==> src/rtl/core/bcrc_pkg.sv <==
// bcrc_pkg: constants, types and the crc byte fold for the per-block crc-32 core
// no dependencies; imported by every module in rtl/core
package bcrc_pkg;

  localparam int BLOCK_BYTES = 2048;
  localparam int POS_W       = $clog2(BLOCK_BYTES + 1);
  localparam int PAD_W       = 11;
  localparam int BLK_W       = 16;
  localparam int CRC_W       = 32;
  localparam int QUEUE_DEPTH = 4;
  localparam int Q_AW        = $clog2(QUEUE_DEPTH);

  localparam logic [CRC_W-1:0] CRC_POLY = 32'hEDB88320;
  localparam logic [CRC_W-1:0] CRC_INIT = 32'hFFFFFFFF;
  localparam logic [31:0]      PAD_MAX  = 32'd2047;

  typedef struct packed {
    logic [7:0] data;
    logic       last;
  } item_t;

  typedef struct packed {
    logic  valid;
    item_t item;
  } q_out_t;

  typedef enum logic [1:0] {
    ST_RUN = 2'b01,
    ST_PAD = 2'b10
  } back_state_t;

  function automatic logic [CRC_W-1:0] fold_byte(input logic [CRC_W-1:0] crc,
                                                 input logic [7:0] din);
    logic [CRC_W-1:0] c;
    c = crc ^ {24'd0, din};
    for (int k = 0; k < 8; k++) begin
      if (c[0]) begin
        c = (c >> 1) ^ CRC_POLY;
      end else begin
        c = c >> 1;
      end
    end
    return c;
  endfunction

endpackage

==> src/rtl/core/bcrc_front.sv <==
// bcrc_front: input queue, takes byte transactions and holds them for the crc engine
// depends on bcrc_pkg
module bcrc_front
  import bcrc_pkg::*;
(
  input  logic       clk,
  input  logic       rst_n,
  input  logic       in_push,
  output logic       in_full,
  input  logic [7:0] in_data_byte,
  input  logic       in_last_byte,
  output q_out_t     q_out,
  input  logic       q_take
);

  item_t           mem_r [QUEUE_DEPTH];
  logic [Q_AW-1:0] wr_ptr_r, wr_ptr_nxt;
  logic [Q_AW-1:0] rd_ptr_r, rd_ptr_nxt;
  logic [Q_AW:0]   count_r, count_nxt;
  logic            wr_en, rd_en;

  assign in_full     = (count_r == (Q_AW + 1)'(QUEUE_DEPTH));
  assign wr_en       = in_push && !in_full;
  assign rd_en       = q_take && (count_r != '0);
  assign q_out.valid = (count_r != '0);
  assign q_out.item  = mem_r[rd_ptr_r];

  always_comb begin
    wr_ptr_nxt = wr_en ? wr_ptr_r + 1'b1 : wr_ptr_r;
    rd_ptr_nxt = rd_en ? rd_ptr_r + 1'b1 : rd_ptr_r;
    count_nxt  = count_r;
    if (wr_en && !rd_en) begin
      count_nxt = count_r + 1'b1;
    end else if (rd_en && !wr_en) begin
      count_nxt = count_r - 1'b1;
    end
  end

  always_ff @(posedge clk) begin
    if (!rst_n) begin
      wr_ptr_r <= '0;
      rd_ptr_r <= '0;
      count_r  <= '0;
    end else begin
      wr_ptr_r <= wr_ptr_nxt;
      rd_ptr_r <= rd_ptr_nxt;
      count_r  <= count_nxt;
    end
  end

  always_ff @(posedge clk) begin
    if (wr_en) begin
      mem_r[wr_ptr_r] <= '{data: in_data_byte, last: in_last_byte};
    end
  end

endmodule

==> src/rtl/core/bcrc_back.sv <==
// bcrc_back: crc engine, zero padding sequencer and result register
// depends on bcrc_pkg
module bcrc_back
  import bcrc_pkg::*;
(
  input  logic             clk,
  input  logic             rst_n,
  input  q_out_t           q_in,
  output logic             q_take,
  output logic             out_empty,
  input  logic             out_pop,
  output logic [CRC_W-1:0] out_crc_word,
  output logic [BLK_W-1:0] out_block_number,
  output logic [PAD_W-1:0] out_padded_bytes,
  output logic             out_final_block
);

  back_state_t      state_r, state_nxt;
  logic [CRC_W-1:0] crc_r, crc_nxt;
  logic [POS_W-1:0] pos_r, pos_nxt;
  logic [POS_W-1:0] pad_r, pad_nxt;
  logic [BLK_W-1:0] blk_r, blk_nxt;
  logic             out_valid_r, out_valid_nxt;
  logic [CRC_W-1:0] res_crc_r, res_crc_nxt;
  logic [BLK_W-1:0] res_blk_r, res_blk_nxt;
  logic [PAD_W-1:0] res_pad_r, res_pad_nxt;
  logic             res_fin_r, res_fin_nxt;

  logic [CRC_W-1:0] crc_f;
  logic [POS_W-1:0] pos_inc;
  logic             at_end;
  logic             slot_free;
  logic             emit;
  logic [31:0]      pad_wide;

  assign pos_inc   = pos_r + 1'b1;
  assign at_end    = (pos_inc == POS_W'(BLOCK_BYTES));
  assign slot_free = !out_valid_r || out_pop;
  assign pad_wide  = 32'(pad_r);
  assign crc_f     = fold_byte(crc_r, (state_r == ST_PAD) ? 8'd0 : q_in.item.data);

  always_comb begin
    state_nxt   = state_r;
    crc_nxt     = crc_r;
    pos_nxt     = pos_r;
    pad_nxt     = pad_r;
    blk_nxt     = blk_r;
    q_take      = 1'b0;
    emit        = 1'b0;
    res_crc_nxt = res_crc_r;
    res_blk_nxt = res_blk_r;
    res_pad_nxt = res_pad_r;
    res_fin_nxt = res_fin_r;
    case (state_r)
      ST_RUN: begin
        if (q_in.valid) begin
          if (at_end) begin
            if (slot_free) begin
              q_take      = 1'b1;
              emit        = 1'b1;
              res_crc_nxt = ~crc_f;
              res_blk_nxt = blk_r;
              res_pad_nxt = '0;
              res_fin_nxt = q_in.item.last;
              crc_nxt     = CRC_INIT;
              pos_nxt     = '0;
              blk_nxt     = blk_r + 1'b1;
            end
          end else begin
            q_take  = 1'b1;
            crc_nxt = crc_f;
            pos_nxt = pos_inc;
            if (q_in.item.last) begin
              pad_nxt   = POS_W'(BLOCK_BYTES) - pos_inc;
              state_nxt = ST_PAD;
            end
          end
        end
      end
      ST_PAD: begin
        if (at_end) begin
          if (slot_free) begin
            emit        = 1'b1;
            res_crc_nxt = ~crc_f;
            res_blk_nxt = blk_r;
            res_pad_nxt = (pad_wide > PAD_MAX) ? PAD_W'(PAD_MAX) : PAD_W'(pad_wide);
            res_fin_nxt = 1'b1;
            crc_nxt     = CRC_INIT;
            pos_nxt     = '0;
            blk_nxt     = blk_r + 1'b1;
            state_nxt   = ST_RUN;
          end
        end else begin
          crc_nxt = crc_f;
          pos_nxt = pos_inc;
        end
      end
      default: begin
        state_nxt = ST_RUN;
      end
    endcase
    if (emit) begin
      out_valid_nxt = 1'b1;
    end else if (out_pop) begin
      out_valid_nxt = 1'b0;
    end else begin
      out_valid_nxt = out_valid_r;
    end
  end

  always_ff @(posedge clk) begin
    if (!rst_n) begin
      state_r     <= ST_RUN;
      crc_r       <= CRC_INIT;
      pos_r       <= '0;
      pad_r       <= '0;
      blk_r       <= '0;
      out_valid_r <= 1'b0;
    end else begin
      state_r     <= state_nxt;
      crc_r       <= crc_nxt;
      pos_r       <= pos_nxt;
      pad_r       <= pad_nxt;
      blk_r       <= blk_nxt;
      out_valid_r <= out_valid_nxt;
    end
  end

  always_ff @(posedge clk) begin
    res_crc_r <= res_crc_nxt;
    res_blk_r <= res_blk_nxt;
    res_pad_r <= res_pad_nxt;
    res_fin_r <= res_fin_nxt;
  end

  assign out_empty        = !out_valid_r;
  assign out_crc_word     = res_crc_r;
  assign out_block_number = res_blk_r;
  assign out_padded_bytes = res_pad_r;
  assign out_final_block  = res_fin_r;

endmodule

==> src/rtl/core/block_crc32_with_zero_padding.sv <==
// block_crc32_with_zero_padding: top level of the per-block crc-32 core
// depends on bcrc_pkg, bcrc_front and bcrc_back
//
// usage
// - input channel: one image byte per transaction on in_data_byte, with
//   in_last_byte high on the final byte; taken when in_push is high and
//   in_full is low
// - result channel: one transaction per completed block (crc, block number,
//   zero padding count, final flag); valid while out_empty is low, taken
//   when out_pop is high
// - throughput: one byte per cycle, set by the single crc byte fold in the
//   engine, while the result register can take each finished block; a last
//   byte closing a partial block makes the engine fold one zero byte per cycle
//   until the block is full, taking no bytes meanwhile
// - a result is visible in the cycle after its block's final byte is folded
// - reset clears the queue, the crc, the byte position and the block counter
// - a stalled result waits in the result register; the engine keeps taking
//   bytes until it has another block to hand over, and the four entry input
//   queue then fills and raises in_full
module block_crc32_with_zero_padding
  import bcrc_pkg::*;
(
  input  logic             clk,
  input  logic             rst_n,
  input  logic             in_push,
  output logic             in_full,
  input  logic [7:0]       in_data_byte,
  input  logic             in_last_byte,
  output logic             out_empty,
  input  logic             out_pop,
  output logic [CRC_W-1:0] out_crc_word,
  output logic [BLK_W-1:0] out_block_number,
  output logic [PAD_W-1:0] out_padded_bytes,
  output logic             out_final_block
);

  q_out_t q_link;
  logic   q_take;

  bcrc_front u_front (
    .clk          (clk),
    .rst_n        (rst_n),
    .in_push      (in_push),
    .in_full      (in_full),
    .in_data_byte (in_data_byte),
    .in_last_byte (in_last_byte),
    .q_out        (q_link),
    .q_take       (q_take)
  );

  bcrc_back u_back (
    .clk              (clk),
    .rst_n            (rst_n),
    .q_in             (q_link),
    .q_take           (q_take),
    .out_empty        (out_empty),
    .out_pop          (out_pop),
    .out_crc_word     (out_crc_word),
    .out_block_number (out_block_number),
    .out_padded_bytes (out_padded_bytes),
    .out_final_block  (out_final_block)
  );

endmodule
==> config.mk <==
export PLATFORM = sky130hd
export DESIGN_NAME = block_crc32_with_zero_padding
export DESIGN_NICKNAME = d
export VERILOG_FILES = /design/src/rtl/core/bcrc_pkg.sv /design/src/rtl/core/bcrc_front.sv /design/src/rtl/core/bcrc_back.sv /design/src/rtl/core/block_crc32_with_zero_padding.sv
export SDC_FILE = /design/constraint.sdc
export NUM_CORES = 1
export LEC_CHECK = 0
export BUFFER_PORTS_ARGS = -buffer_cell sky130_fd_sc_hd__clkbuf_2
export CAP_MARGIN = 40
export CORE_AREA = 5 5 124 126
export DETAILED_ROUTE_END_ITERATION = 8
export DIE_AREA = 0 0 129 131
export HOLD_SLACK_MARGIN = 0.08
export MAX_ROUTING_LAYER = met4
export PLACE_DENSITY = 0.78
export SLEW_MARGIN = 20
export SYNTH_ARGS = -nofsm -noshare
export SYNTH_HDL_FRONTEND = slang
export SYNTH_HIERARCHICAL = 1
export SYNTH_SLANG_ARGS = --single-unit
==> constraint.sdc <==
create_clock -name clk -period 4.4 [get_ports clk]
set_input_delay 0.44 -clock clk [delete_from_list [all_inputs] [get_ports clk]]
set_output_delay 0.44 -clock clk [all_outputs]
set_load 0.005 [all_outputs]
Word-level counts from Yosys, hierarchy flattened:

Memory sizes are Yosys's and may differ from the RTL's. A register that Yosys moved wholly into a read port is not among the register bits.
Index checks and enable logic that the tools add are counted.
W data, S select, Z words.

* add/sub/neg operators: 7
* $lt $le $gt $ge: 1
* equality and inequality tests: 11
* muxes and demuxes: 63
* bitwise gates (word level): 11
* reduce and logical (&&, ||, !) cells: 17

Operator list (count)
* $mux W32: 14
* $pmux W32 S2: 2
* $not A13 Y14: 8
* $mux W16: 6
* $mux W11: 6
* $pmux W16 S2: 2
* $mux W12: 3
* $not A32 Y32: 1
* $xor A32 B8 Y32: 1
* $pmux W12 S2: 1
* $pmux W11 S2: 1
* $add A16 B1 Y16 const B: 1
* $mux W1: 15
* $mux W2: 7
* $add A12 B1 Y12 const B: 1
* $eq A12 B12 Y1 const B: 1
* $gt A12 B11 Y1 const B: 1
* $sub A12 B12 Y12 const A: 1
* $ne A2 B1 Y1 const B: 5
* $mux W8: 1
* $mux W3: 2
* $reduce_and A6 Y1: 1
* $reduce_bool A2 Y1: 3
* $reduce_and A5 Y1: 1
* 16 further kinds: 25

* bits in registers: 142
* memory bits (writable): 36
* input port bits: 13
* output and inout port bits: 62
* word-level logic and storage cells: 124
* memories: 1

Memories
* u_front.mem_r: words 4, bits a word 9, read ports 1, clocked after memory_dff 1, wr ports 1, line bcrc_front.sv:16 `item_t mem_r [QUEUE_DEPTH];`

Logic depth before layout (Yosys ltp):

Gate-level depths: netlist of the first run.

* depth in word-level cells: 24
* gate-level depth with buffers: 16
* mapped depth without buffers: 14

Hierarchy:

Netlist of the first run, hierarchy kept.

Modules (own cells, without submodules)
* bcrc_back: instances 1, cells an instance 615, area an instance 6387.4 µm², seq. area each 3303.2 µm²
* bcrc_front: instances 1, cells an instance 95, area an instance 1784.2 µm², seq. area each 1261.2 µm²

Worst setup path after synthesis of the first run:

Ideal clock, no wire load.

* path kind: register to register
* start: reg u_back/pos_r[1] (netlist name)
* end: reg u_back.res_blk_r[0], in the netlist u_back/out_block_number[0] (enable)
* setup time: 0.410 ns
* data arrival time: 3.025 ns
* data required time: 3.990 ns
* setup slack: 0.965 ns
* stages on the path, launching flop included: 7
* path buffers: 0
* clock period less this slack: 3.435 ns
* cells stage by stage: dfxtp_1 ha_1 nand2_1 a2111oi_4 nand3b_1 nor3_1 and2_1

RTL lines
* end signal, assigned: line bcrc_back.sv:131 `res_blk_r <= res_blk_nxt;`
* end, declared: line bcrc_back.sv:25 `logic [BLK_W-1:0] res_blk_r, res_blk_nxt;`

Worst setup path after layout of the first run:

* start: reg u_back.pos_r[0]
* end: reg u_front.count_r[2]

* longest elaborated chain between the ends: 9
* elaborated cells between the ends (all ways): 11
* classes of those cells: add/sub (1); eq/ne (1); mux (4); reduce/logical (5)

Ends and longest elaborated chain
* start, declared: line bcrc_back.sv:20 `logic [POS_W-1:0] pos_r, pos_nxt;`
* start signal, assigned: line bcrc_back.sv:122 `pos_r <= pos_nxt;`
* $add A12 B1 Y12 *: line bcrc_back.sv:36 `assign pos_inc = pos_r + 1'b1;`
* $eq A12 B12 Y1 *: line bcrc_back.sv:37 `assign at_end = (pos_inc == POS_W'(BLOCK_BYTES));`
* $mux W1 *: line bcrc_back.sv:57 `if (at_end) begin`
* $mux W1 *: line bcrc_back.sv:56 `if (q_in.valid) begin`
* $mux W1 *: line bcrc_back.sv:54 `case (state_r)`
* via q_take: line block_crc32_with_zero_padding.sv:38 `logic q_take;`
* $logic_and A1 B1 Y1 *: line bcrc_front.sv:24 `assign rd_en = q_take && (count_r != '0);`
* $logic_not A1 Y1: line bcrc_front.sv:32 `if (wr_en && !rd_en) begin`
* $logic_and A1 B1 Y1: line bcrc_front.sv:32
* $mux W3 / $reduce_bool A2 Y1 (equally long branches)
* end signal, assigned: line bcrc_front.sv:47 `count_r <= count_nxt;`
* end, declared: line bcrc_front.sv:19 `logic [Q_AW:0] count_r, count_nxt;`

The timed path passes the listed nets; every way through them passes the cells marked *.
A chain may end at the register's enable or synchronous reset.

==> summary.txt, run 1 <==
Status = complete, no violations
Max Slew Vio Count = 0
Critical path's largest stage delay = 530 ps
Largest net degree at the start of global routing = 49
Total track usage = 0.2166
Worst reg2reg path depth = 14
Cell Area, Synth = 8172 um^2
Syn-to-layout area delta = 12.91%
Post-synth ARST share = 0
Final hold viol count = 0
CTS max path bufs = 2
Synthesized instance count = 710
Post-DRT Antenna Nets = 0
Root buf cell = clkbuf_16
GPL Wtd Cong = 0.9574
Remaining DRCs = 0
Synth area leader = edfxtp_1
Main area contributors after synthesis = edfxtp_1, dfxtp_1, xnor2_1, nor2_1, xor2_1
WL final = 16940 um
CP most frequent cell = nor2_1
Port bufs = 74
Min-delay worst type = primary input to flip-flop
Cts hold-fix bufs = 0
Syn Nets = 733
Vias in the first global route = 5326
Slowest CP cell = dfxtp_1
Setup TNS = 0 ps
Row cnt = 44
Pwr Density = 875.7 nW/um^2
#FFs+latches synth = 180
NumNets Final = 800
Die width = 129 um
Design Power = 8.079 mW
Sequential fraction of the synthesis area = 0.5586
Hold Crit Depth = 1
Minimum clock period = 3609 ps
Vias = 5483
Share of layout cells above drive strength 1 = 0.1747
Reg2Reg Setup Slack = 790 ps
Slew at the pin closest to its max-slew limit = 815.2 ps
RR Startpoint = u_back/pos_r[0]
Hold WS = 234.8 ps
Worst Slack Setup Final = 791.4 ps
Yosys top cell area share = 0.3528
Slew Limit Headroom = 0.4565
Die area = 16900 um^2
Placeable core area = 14200 um^2
Mean Syn Cell Area = 11.51 um^2
H-tree levels = 4
CTS tree = built
Place WS = 840.8 ps
Synth warn = 6
DR WL/cell = 17.39 um
Worst Setup Start Kind = flip-flop
Number of synthesized flops with an enable pin = 96
FF-to-FF End = u_front/count_r[2]
Number of diodes = 0
Hpwl dp = 11790 um
Critical Path End Type = flip-flop
Max VDD drop = 0.5399 mV
Post-CTS setup buffer count = 0
First-pass GRT wire length = 27520 um
Placed Instance Area = 8693 um^2
TritonCTS buffer count = 17
CP required = 4770 ps
Number of clock sinks = 180
Total gr overflow = 0
Initial Util = 0.5753
Fmax = 0.2771 GHz
Reg clk slew, reported paths = 70 ps
Post-CTS Resized = 0
RSZ-0062 raised after global routing = no
WHS Endpoint = u_front/mem_r[1][4]
Initial DRC Count = 498
Worst skew pair latency = 430 ps
Top_reg_cell synth = edfxtp_1
Skew final = 8.090 ps
Cell Chain, Critical Path = ha_1, nand2_1, o21a_1, nor2_1, nand4b_1, nor2_1, nor2_1, o31ai_2, ha_1, inv_1, fa_1, xor2_1, or3_1, a21boi_1
Data arrival time of the worst path = 3970 ps
Maxcap violations = 0
LEAKAGE = 3.394 nW
Final period utilization = 0.8201
Netlist cell types = 62
Height of the die = 131 um
Antenna violations before repair = 0
TritonRoute pass-1 iters = 5
Vias/cell = 5.629
Final instance area = 9226 um^2
Io pins = 75
Min-delay src = in_data_byte[3]
CP Class = flip-flop to flip-flop
Final setup vio count = 0
Worst Path Max Fanout = 10
-- metrics by stage --
stage / util / instances
floorplan: - / 710
finish: 0.6496 / 974
detailed placement: 0.6121 / 941
global route: 0.6496 / 974
global placement: 0.6098 / 939
CTS: 0.6492 / 973
-- power breakdown --
group / internal (mW) / total (mW) / switching [mW]
sequential: 2.35 / 2.56 / 0.208
clock: 0.730 / 1.35 / 0.619
combinational: 1.80 / 4.17 / 2.37
total: 4.88 / 8.08 / 3.20
-- synthesized netlist by cell type (2+ instances only) --
| cell | instances |
|---|---|
| a211oi_1 | 9 |
| and4_1 | 3 |
| xnor2_1 | 79 |
| a31o_2 | 2 |
| mux4_2 | 9 |
| nand4_2 | 2 |
| buf_4 | 3 |
| or2_2 | 2 |
| xor2_1 | 32 |
| nand3_1 | 12 |
| a31oi_1 | 5 |
| nand2b_1 | 15 |
| buf_2 | 11 |
| a21boi_1 | 2 |
| o31a_1 | 2 |
| o211ai_1 | 2 |
| o21ai_0 | 21 |
| nor4_1 | 6 |
| o311a_1 | 2 |
| nor3b_2 | 2 |
| a21o_1 | 10 |
| o31ai_1 | 3 |
| xnor3_1 | 3 |
| mux2i_1 | 12 |
| xnor2_2 | 2 |
| and3_1 | 22 |
| or3_1 | 2 |
| o2bb2ai_1 | 3 |
| nand2_1 | 43 |
| inv_1 | 17 |
| and2_1 | 12 |
| or4_1 | 5 |
| edfxtp_1 | 96 |
| o21a_1 | 3 |
| clkbuf_1 | 20 |
| a21oi_1 | 8 |
| nor2b_1 | 11 |
| a2bb2oi_1 | 2 |
| o22ai_1 | 4 |
| nand4_1 | 6 |
| ha_1 | 9 |
| dfxtp_1 | 84 |
| nor2_1 | 84 |
| nor3_1 | 10 |
-- cell usage in the layout, fill, tap and decap left out, types with 4 or more instances in the layout --
| cell | synthesis | routed |
|---|---|---|
| a211oi_1 | 9 | 9 |
| a21o_1 | 10 | 10 |
| a21oi_1 | 8 | 7 |
| a31oi_1 | 5 | 5 |
| and2_1 | 12 | 11 |
| and3_1 | 22 | 22 |
| buf_4 | 3 | 7 |
| clkbuf_16 | 0 | 17 |
| clkbuf_2 | 0 | 74 |
| clkinv_1 | 0 | 4 |
| clkinvlp_4 | 0 | 7 |
| dfxtp_1 | 84 | 84 |
| edfxtp_1 | 96 | 96 |
| ha_1 | 9 | 9 |
| inv_1 | 17 | 17 |
| mux2i_1 | 12 | 12 |
| mux4_2 | 9 | 9 |
| nand2_1 | 43 | 43 |
| nand2b_1 | 15 | 15 |
| nand3_1 | 12 | 12 |
| nand4_1 | 6 | 6 |
| nor2_1 | 84 | 84 |
| nor2b_1 | 11 | 11 |
| nor3_1 | 10 | 10 |
| nor4_1 | 6 | 6 |
| o21ai_0 | 21 | 21 |
| o22ai_1 | 4 | 4 |
| or4_1 | 5 | 5 |
| xnor2_1 | 79 | 79 |
| xor2_1 | 32 | 32 |
-- metal layers --
| metal | track usage | share of wire |
|---|---|---|
| met2 | 0.3412 | 0.48 |
| met3 | 0.03862 | 0.063 |
| met4 | 0.07906 | 0.014 |
| met1 | 0.2839 | 0.44 |
| met5 | - | 0 |
-- worst max path at each step --
stage	from	end	slack, ps	cells past startpoint
finish	u_back/pos_r[0]	u_front/count_r[2]	790	14
global route	u_back/pos_r[0]	u_front/count_r[2]	560	14
CTS	flip-flop	u_back/crc_r[20]	840	8
detailed placement	flip-flop	u_back/crc_r[20]	840	8
global placement	flip-flop	u_back/crc_r[23]	970	8
floorplan	u_back/pos_r[1]	u_back/out_block_number[0]	960	6
-- sequential cells by signal, summed over array words and instances (netlist names), named ones only --
register,flops
u_back/crc_r,32
u_back/pad_r,12
u_back/out_crc_word,32
u_front/mem_r,36
u_back/blk_r,16
u_back/out_padded_bytes,11
u_back/out_block_number,16
u_front/rd_ptr_r,2
u_back/out_final_block,1
u_back/state_r,2
u_back/pos_r,12
u_back/out_valid_r,1
u_front/count_r,3
u_front/wr_ptr_r,2
-- critical path, delay by kind of cell, from the launching register on --
| kind | cells | cell delay, ps |
|---|---|---|
| XOR/XNOR | 1 | 170 |
| buffers and inverters | 1 | 70 |
| flip-flops | 1 | 530 |
| AO/OA/AOI/OAI | 3 | 490 |
| AND/OR/NAND/NOR | 6 | 1310 |
| adder cells (fa/ha/maj) | 3 | 960 |
-- kinds of logic after synthesis --
| group | Yosys count | share of synthesized area |
|---|---|---|
| adder cells (fa/ha/maj) | 10 | 0.01623 |
| XOR/XNOR | 116 | 0.1312 |
| flip-flops | 180 | 0.5586 |
| AO/OA/AOI/OAI | 87 | 0.07549 |
| buffers and inverters | 53 | 0.02832 |
| AND/OR/NAND/NOR | 243 | 0.1507 |
| multiplexers | 21 | 0.03950 |
-- area by class of cell --
cell class                 count  area (um^2)
fill                        1112         4977
clock buffer                  19        442.9
multi-input combinational    477         3381
tap                          184        230.2
clock inverter                13        85.08
inverter                      17        63.81
sequential                   180         4564
timing repair buffer          84        459.2
Power figures use the tool's default switching activity.
==> run 2, diff against run 1 <==
--- a/config.mk
+++ b/config.mk
@@ -5,14 +5,15 @@
 export SDC_FILE = /design/constraint.sdc
 export NUM_CORES = 1
 export LEC_CHECK = 0
+export ABC_AREA = 1
 export BUFFER_PORTS_ARGS = -buffer_cell sky130_fd_sc_hd__clkbuf_2
 export CAP_MARGIN = 40
-export CORE_AREA = 5 5 124 126
+export CORE_AREA = 5 5 126 128
 export DETAILED_ROUTE_END_ITERATION = 8
-export DIE_AREA = 0 0 129 131
+export DIE_AREA = 0 0 131 133
 export HOLD_SLACK_MARGIN = 0.08
 export MAX_ROUTING_LAYER = met4
-export PLACE_DENSITY = 0.78
+export PLACE_DENSITY = 0.79
 export SLEW_MARGIN = 20
 export SYNTH_ARGS = -nofsm -noshare
 export SYNTH_HDL_FRONTEND = slang
==> constraint.sdc (replaced) <==
create_clock -name clk -period 3.7 [get_ports clk]
set_input_delay 0.37 -clock clk [delete_from_list [all_inputs] [get_ports clk]]
set_output_delay 0.37 -clock clk [all_outputs]
set_load 0.005 [all_outputs]
==> summary.txt, run 2 <==
Status = complete, no violations
WL final = 17610 um
Syn Nets = 975
FF-to-FF End = u_front/count_r[2]
Most numerous cell in the Yosys netlist = nand2_1
RSZ-0062 raised after global routing = no
Delay-heaviest family, CP = simple AND/OR/NAND/NOR gates
Reg clk slew, reported paths = 70 ps
Max VDD drop = 0.4918 mV
Antenna violations before repair = 0
Main area contributors after synthesis = edfxtp_1, dfxtp_1, nand2_1, xor2_1, inv_1
Design Power = 10.47 mW
Top_reg_cell synth = edfxtp_1
CTS max path bufs = 2
Final setup vio count = 0
Post-CTS Resized = 0
Min-delay worst type = primary input to flip-flop
Die width = 131 um
LEAKAGE = 4.139 nW
Commonest non-fill, non-tap cell in the layout = nand2_1
CP most frequent cell = nand2_1
Number of diodes = 0
Min-delay src = in_data_byte[0]
Most frequent cells in the layout = nand2_1, edfxtp_1, inv_1
Syn-to-layout area delta = 12.38%
Largest net degree at the start of global routing = 62
GPL Wtd Cong = 0.9138
Layout fillers = 1189
H-tree levels = 4
Port bufs = 74
Pwr Density = 1086 nW/um^2
Largest Register = u_front/mem_r
Die area = 17420 um^2
Maxcap violations = 0
Final hold viol count = 0
TritonRoute pass-1 iters = 5
Max Slew Vio Count = 0
Largest register FFs = 36
RR Startpoint = u_back/pos_r[0]
Vias in the first global route = 6191
Worst reg2reg path depth = 22
WHS Endpoint = u_front/mem_r[0][1]
Share of layout cells above drive strength 1 = 0.1587
Slowest CP cell = dfxtp_1
Post-synth top cells = nand2_1, edfxtp_1, inv_1, dfxtp_1, nor2_1
Root buf cell = clkbuf_16
Remaining DRCs = 0
TritonCTS buffer count = 17
Netlist cell types = 47
Final period utilization = 0.8849
Minimum clock period = 3274 ps
Reg2Reg Setup Slack = 430 ps
Cell Chain, Critical Path = ha_1, nand3_1, nor2_1, nand3_1, nand2_1, nand2_1, nor2_2, nand2_4, inv_6, nand2_4, nand2_1, inv_1, nand2_4, ha_1, inv_1, fa_1, inv_1, nand2_1, nand3_1, nand2_1, nand2_1, nor2_1
Data arrival time of the worst path = 3610 ps
Cell Area, Synth = 8573 um^2
CP Class = flip-flop to flip-flop
Vias = 6444
Row cnt = 45
Height of the die = 133 um
NumNets Final = 1050
#FFs+latches synth = 180
Number of clock sinks = 180
Post-synth ARST share = 0
Post-CTS setup buffer count = 0
Placeable core area = 14750 um^2
Vias/cell = 5.248
Initial DRC Count = 588
First-pass GRT wire length = 29100 um
Total track usage = 0.2159
Sequential fraction of the synthesis area = 0.5324
Hpwl dp = 11950 um
Cts hold-fix bufs = 0
Post-DRT Antenna Nets = 0
CP required = 4040 ps
Synth area leader = edfxtp_1
Worst Setup Start Kind = flip-flop
Slew at the pin closest to its max-slew limit = 818.7 ps
Number of synthesized flops with an enable pin = 96
Initial Util = 0.5812
Synth warn = 6
Fmax = 0.3054 GHz
Mean Syn Cell Area = 9.005 um^2
Hold Crit Depth = 1
Critical Path End Type = flip-flop
Skew final = 7.299 ps
Setup TNS = 0 ps
Total gr overflow = 0
CP Buf/Inv Count = 4
CTS tree = built
Worst skew pair latency = 430 ps
Critical path's largest stage delay = 460 ps
Worst Path Max Fanout = 23
DR WL/cell = 14.34 um
Synthesized instance count = 952
Slew Limit Headroom = 0.4522
Io pins = 75
Yosys top cell area share = 0.3363
-- run 2: changes by cell type after synthesis, moves of 10 or more --
| cell | delta |
|---|---|
| xor2_1 | +14 |
| inv_1 | +75 |
| nand2b_1 | -15 |
| mux2i_1 | -12 |
| o21ai_0 | +27 |
| nor2b_1 | -11 |
| a21oi_1 | +40 |
| nand2_1 | +204 |
| xnor2_1 | -58 |
| nand2_2 | +13 |
| and3_1 | -22 |
| a21o_1 | -10 |
| clkbuf_1 | -12 |
| nand3_1 | +54 |
-- run 2: how the worst max path moves through the flow --
stage | start | to | depth (start not counted)
after CTS | u_back/pos_r[0] | u_front/count_r[2] | 22
after detailed placement | u_back/pos_r[0] | u_front/count_r[2] | 22
after floorplan | u_back/pos_r[0] | u_front/count_r[2] | 22
after global placement | u_back/pos_r[0] | u_front/count_r[2] | 22
final | u_back/pos_r[0] | u_front/count_r[2] | 22
after global routing | u_back/pos_r[0] | u_front/count_r[2] | 22
-- run 2: report_power, final --
part | internal (mW) | leakage [nW] | switching, mW
Combinational | 1.90 | 2.25 | 3.72
Clock | 1.04 | 0.290 | 0.768
Sequential | 2.80 | 1.60 | 0.238
-- run 2: metrics by stage --
stage            util  hold slack, ps  cells  worst slack, ps  cell area, um^2
4_1_cts        0.6516           146.5   1225            437.2             9612
3_5_place_dp   0.6111           456.0   1193            445.8             9015
5_1_grt        0.6531           149.1   1228            62.09             9634
3_3_place_gp   0.6111           444.3   1193            572.8             9015
2_1_floorplan       -           429.7    952            944.6             8573
6_report       0.6531           156.1   1228            425.8             9634
-- run 2: area by class of cell --
type                       count  area (um^2)  area share
sequential                   180         4564      0.4738
multi-input combinational    646         3420      0.3549
clock buffer                  19        452.9     0.04701
timing repair buffer          80        415.4     0.04312
inverter                     102        402.9     0.04182
tap                          188        235.2     0.02442
clock inverter                13        143.9     0.01494
-- run 2: cells by family (layout without fill, tap and decap cells) --
| group | count (synthesis) | after routing | share of synthesized area |
|---|---|---|---|
| adders and majority gates | 10 | 10 | 0.01547 |
| AOI/OAI and AO/OA | 116 | 116 | 0.07180 |
| and+or+nand+nor | 448 | 448 | 0.2310 |
| DFF | 180 | 180 | 0.5324 |
| buffers and inverters | 126 | 214 | 0.06874 |
| xor gates and xnor gates | 72 | 72 | 0.08056 |
-- run 2: layer usage --
| layer | vias up | GRT usage | wire (um) |
|---|---|---|---|
| li1 | 3245 | - | - |
| met1 | 2954 | 0.2840 | 7731 |
| met2 | 210 | 0.3267 | 8371 |
| met3 | 35 | 0.04279 | 1116 |
| met4 | 0 | 0.08857 | 393 |
| met5 | - | - | 0 |
